==> src/rtl/tcw_pkg.sv <==
// ----------------------------------------------------------------------------
// tcw_pkg
// Shared constants and controller/datapath interface types of the console.
// ----------------------------------------------------------------------------
package tcw_pkg;

  localparam int unsigned ROWS_DEF = 25;
  localparam int unsigned COLS_DEF = 80;

  localparam int unsigned FUNC_W = 2;
  localparam int unsigned CHAR_W = 8;
  localparam int unsigned ATTR_W = 8;
  localparam int unsigned IDX_W  = 11;
  localparam int unsigned POS_W  = 11;
  localparam int unsigned CELL_W = CHAR_W + ATTR_W;

  localparam logic [FUNC_W-1:0] FUNC_PUT   = 2'd0;
  localparam logic [FUNC_W-1:0] FUNC_CLEAR = 2'd1;
  localparam logic [FUNC_W-1:0] FUNC_READ  = 2'd2;

  localparam logic [CHAR_W-1:0] NEWLINE_CODE = 8'h0a;
  localparam logic [CHAR_W-1:0] SPACE_CODE   = 8'h20;
  localparam logic [ATTR_W-1:0] ATTR_RESET   = 8'h0f;

  // controller -> datapath
  typedef struct packed {
    logic latch;      // capture request fields
    logic cnt_clr;    // zero the sweep counter
    logic home;       // cursor and top-row base to zero
    logic clr_step;   // write a zero cell at the counter, count up
    logic fill_step;  // write a blank in the recycled row, count up
    logic scroll;     // advance top-row base, cursor to last row
    logic put_write;  // write character at cursor, advance cursor
    logic newline;    // cursor to start of next row, saturating
    logic respond;    // load result registers and strobe
  } cmd_t;

  // datapath -> controller
  typedef struct packed {
    logic [FUNC_W-1:0] func;
    logic              is_newline;
    logic              at_end;
    logic              clr_last;
    logic              fill_last;
  } status_t;

endpackage

==> src/rtl/tcw_ctrl.sv <==
// ----------------------------------------------------------------------------
// tcw_ctrl
// Sequencer for the console: decode, clear sweep, scroll fill, put, respond.
// ----------------------------------------------------------------------------
module tcw_ctrl (
  input  logic             clk_i,
  input  logic             rst_ni,
  input  logic             start,
  output logic             busy,
  input  tcw_pkg::status_t status_i,
  output tcw_pkg::cmd_t    cmd_o
);

  typedef enum logic [6:0] {
    S_INIT = 7'b0000001,
    S_IDLE = 7'b0000010,
    S_DEC  = 7'b0000100,
    S_FILL = 7'b0001000,
    S_PUT  = 7'b0010000,
    S_CLR  = 7'b0100000,
    S_RESP = 7'b1000000
  } state_e;

  state_e state_q, state_d;

  always_comb begin
    state_d = state_q;
    cmd_o   = '0;
    unique case (state_q)
      S_INIT: begin
        cmd_o.clr_step = 1'b1;
        if (status_i.clr_last) begin
          state_d = S_IDLE;
        end
      end
      S_IDLE: begin
        if (start) begin
          cmd_o.latch = 1'b1;
          state_d     = S_DEC;
        end
      end
      S_DEC: begin
        priority if (status_i.func == tcw_pkg::FUNC_PUT) begin
          if (status_i.is_newline) begin
            cmd_o.newline = 1'b1;
            state_d       = S_RESP;
          end else if (status_i.at_end) begin
            cmd_o.cnt_clr = 1'b1;
            state_d       = S_FILL;
          end else begin
            cmd_o.put_write = 1'b1;
            state_d         = S_RESP;
          end
        end else if (status_i.func == tcw_pkg::FUNC_CLEAR) begin
          cmd_o.cnt_clr = 1'b1;
          cmd_o.home    = 1'b1;
          state_d       = S_CLR;
        end else begin
          // read: RAM output is valid in the response cycle
          state_d = S_RESP;
        end
      end
      S_FILL: begin
        cmd_o.fill_step = 1'b1;
        if (status_i.fill_last) begin
          cmd_o.scroll = 1'b1;
          state_d      = S_PUT;
        end
      end
      S_PUT: begin
        cmd_o.put_write = 1'b1;
        state_d         = S_RESP;
      end
      S_CLR: begin
        cmd_o.clr_step = 1'b1;
        if (status_i.clr_last) begin
          state_d = S_RESP;
        end
      end
      S_RESP: begin
        cmd_o.respond = 1'b1;
        state_d       = S_IDLE;
      end
      default: begin
        state_d = S_INIT;
      end
    endcase
  end

  always_ff @(posedge clk_i or negedge rst_ni) begin
    if (!rst_ni) begin
      state_q <= S_INIT;
    end else begin
      state_q <= state_d;
    end
  end

  assign busy = (state_q != S_IDLE);

endmodule

==> config.mk <==
export PLATFORM = sky130hd
export DESIGN_NAME = tcw_ctrl
export DESIGN_NICKNAME = d
export VERILOG_FILES = /design/src/rtl/tcw_pkg.sv /design/src/rtl/tcw_ctrl.sv
export SDC_FILE = /design/constraint.sdc
export NUM_CORES = 1
export LEC_CHECK = 0
export BUFFER_PORTS_ARGS = -buffer_cell sky130_fd_sc_hd__buf_4
export CAP_MARGIN = 15
export CORE_MARGIN = 8
export CORE_UTILIZATION = 43
export CTS_CLUSTER_DIAMETER = 100
export DETAILED_ROUTE_END_ITERATION = 7
export PLACE_DENSITY_LB_ADDON = 0.08
export RECOVER_POWER = 25
export SYNTH_ARGS = -nofsm -noshare
export SYNTH_HDL_FRONTEND = slang
export SYNTH_SLANG_ARGS = --single-unit
==> constraint.sdc <==
create_clock -name clk_i -period 1.4 [get_ports clk_i]
set_input_delay 0.14 -clock clk_i [delete_from_list [all_inputs] [get_ports clk_i]]
set_output_delay 0.14 -clock clk_i [all_outputs]
set_load 0.02 [all_outputs]
==> results.json <==
{
  "final-max-slew-violation-count": 0,
  "overflow": 0,
  "yosysMostFrequentCell": "nor2_1",
  "largest_register_ffs": 7,
  "synth_fa_ha_area_share_pct": 0,
  "synthSimpleGateAreaFrac_pct": 45.63,
  "regMostFlops": "state_q",
  "critPathLaunchType": "flop",
  "track_usage_pct": 15.74,
  "clkPwrFrac_pct": 11.4,
  "nets": 126,
  "ys_types": 33,
  "synthTopCellsByCount": "nor2_1 (8), dfrtp_1 (6), nand2_1 (6), nand2b_1 (5), nor3_1 (4)",
  "ant_nets": 0,
  "cp.required_ns": 1.26,
  "grt_setup_unrepaired": "true",
  "fillCellCount": 61,
  "grt_max_degree": 9,
  "synthMuxAreaShare_pct": 0,
  "detail_route.vias_per_cell": 5.557,
  "dp.cells": 115,
  "syn2layout_area_growth_pct": 94.88,
  "cts-root-buf": "clkbuf_4",
  "clk_latency_ns": 0.27,
  "yosys.area.top_type_share_pct": 25.59,
  "wl_per_cell_um": 19.03,
  "path_clk_slew_ns": 0.06,
  "multiInputGateArea_um2": 516.7,
  "arrival_ns": 1.80,
  "swShare_pct": 42.83,
  "numCtsBuffers": 3,
  "ys.flop_type": "dfrtp_1",
  "worstMarginPinSlew_ns": 0.3995,
  "fin_skew_ns": 0.006990,
  "stdcell_count": 131,
  "syn_area_per_cell_um2": 8.383,
  "syn_inst": 70,
  "fmax_mhz": 516.6,
  "drt-initial-drc-count": 12,
  "yosysSeqAreaShare_pct": 30.06,
  "start_util_pct": 45.67,
  "synth_enable_flop_cells": 0,
  "syn_nets": 79,
  "hp-class": "input pin to flop",
  "p_int_w": 0.001014,
  "cts_max_level": 1,
  "routed_wirelength_mm": 2.493,
  "hold_violations": 0,
  "synth_compound_area_share_pct": 12.15,
  "slew_headroom_pct": 73.37,
  "syn_area_um2": 586.8,
  "p_per_area_nw_per_um2": 1551,
  "first_global_vias": 764,
  "globalplace.congestion": 0.7447,
  "tns_ns": -5.081,
  "switching_power_w": 0.0007596,
  "core_area_um2": 1285,
  "cap_violations": 0,
  "p_leak_nw": 0.5177,
  "clockBufferDepth": 2,
  "crit_path_end_kind": "output port",
  "die_w_um": 52.94,
  "antenna_found_initial": 0,
  "synth_area_leaders": "dfrtp_1 (26%), nand2b_1 (5.3%), nor2_1 (5.1%), dfstp_2 (4.5%), nor4b_4 (4.1%)",
  "fin_ws_ns": -0.5359,
  "synthXorXnorAreaFrac_pct": 5.970,
  "power_frac_seq_pct": 16.8,
  "rows": 13,
  "pwr-share-comb_pct": 71.8,
  "slowest_delay_ns": 0.41,
  "setup_viol": 16,
  "fp.dieH_um": 52.94,
  "cts_tree": "built",
  "io_buffers": 18,
  "grt_pass1_wl_mm": 3.374,
  "ir_drop_mv": 1.042,
  "fin_crit_sh_pct": 138.3,
  "cp_max_fo": 3,
  "violations": "negative setup slack",
  "dieArea_um2": 2803,
  "drive_above_1_share_pct": 64.66,
  "worstPathCellList": "or3_4 -> nor4_4 -> nand2_1 -> o22ai_4 -> buf_4",
  "io_pins": 19,
  "total_power_w": 0.001773,
  "rrSetupSlack_ns": -0.25,
  "utilization_pct": 89.00,
  "drc_errors": 0,
  "post-synth-top-area-cell": "dfrtp_1",
  "yosys_register_bits": 7,
  "status": "finished with violations",
  "fin_crit_ns": 1.936,
  "ys_warn_count": 0,
  "vias": 728,
  "hpwl_mm": 1.272,
  "num_antenna_cells": 0,
  "clock_sinks": 7,
  "firstDrtPassIters": 4,
  "async_flop_share_pct": 100.0,
  "reg.largest.list": "state_q x7",
  "crit_type": "flop to output port",
  "critPathSlowestCell": "or3_4",
  "synth_top_family_by_area": "simple AND/OR/NAND/NOR gates",
  "seq_area_um2": 177.7
}
==> layout by cell type, fill, tap and decap left out, types with 3 or more instances in the layout <==
master,synthesis,routed
and2_4,1,3
clkbuf_4,0,3
buf_6,1,13
nand2b_1,5,5
nor2_4,0,3
nor2_1,8,5
dfrtp_1,6,5
buf_4,0,31
nand2_1,6,5
inv_1,3,3
==> stage by stage <==
stage               setup slack, ns  instance area [um^2]  hold slack, ns
global placement            -0.2084                 872.1        -0.04904
CTS                         -0.4792                  1069          0.1334
detailed placement          -0.2162                 872.1        -0.04743
global route                -0.6241                  1144          0.1327
floorplan                   -0.3180                 623.1         -0.1556
finish                      -0.5359                  1144          0.1410
==> metal layers <==
layer,vias up,share of wire (%),GRT usage [%]
met4,0,3.2,7.328
met5,-,0,0
met1,347,37,15.54
li1,338,-,-
met3,10,5.8,4.202
met2,33,54,29.30
==> worst paths after layout <==
check	start	depth (start not counted)	endpoint
setup / recovery	state_q[6]$_DFFE_PN0P_	5	cmd_o[2]
hold / removal	status_i[0]	2	state_q[4]$_DFFE_PN0P_
setup reg to reg	state_q[0]$_DFFE_PN1P_	6	state_q[1]$_DFFE_PN0P_
hold reg to reg	state_q[3]$_DFFE_PN0P_	1	state_q[6]$_DFFE_PN0P_
max in group asynchronous	rst_ni	2	state_q[0]$_DFFE_PN1P_
min in group asynchronous	rst_ni	2	state_q[1]$_DFFE_PN0P_
==> power by group through the flow <==
stage / logic, W / registers (W) / clock network, W
after CTS: 0.00107 / 0.000292 / 0.000188
after floorplan: 0.000536 / 0.000286 / 0
after global routing: 0.00137 / 0.000302 / 0.000219
after global placement: 0.000829 / 0.000286 / 0
after detailed placement: 0.000828 / 0.000291 / 0
final: 0.00127 / 0.000298 / 0.000202
==> area by class of cell <==
type | count | share of cell area, %
clock buffer | 4 | 2.298
inverter | 3 | 0.9847
multi-input combinational | 56 | 45.19
sequential | 7 | 15.54
tap | 15 | 1.641
timing repair buffer | 46 | 34.35
==> critical path: cells and delay by family, from the launching register on <==
kind	cells	cell delay, ns
AO/OA/AOI/OAI	1	0.15
flip-flops	1	0.39
buffers and inverters	1	0.17
AND/OR/NAND/NOR	3	0.81
==> repair_timing <==
action / in CTS / in global routing
hold buffers: 1 / 0
pin swaps: 10 / 8
buffers inserted: 8 / 6
resized for setup: 21 / 15
endpoints found under the hold margin: 7 / 0
setup endpoints to repair: 16 / 17
==> cell families (layout without fill, tap and decap cells) <==
kind of cell	Yosys count	in the layout
AND/OR/NAND/NOR	41	41
AO/OA/AOI/OAI	11	11
flip-flops	7	7
buffers and inverters	7	53
XOR/XNOR	4	4
Note: power is estimated with default switching activity, not from simulation.
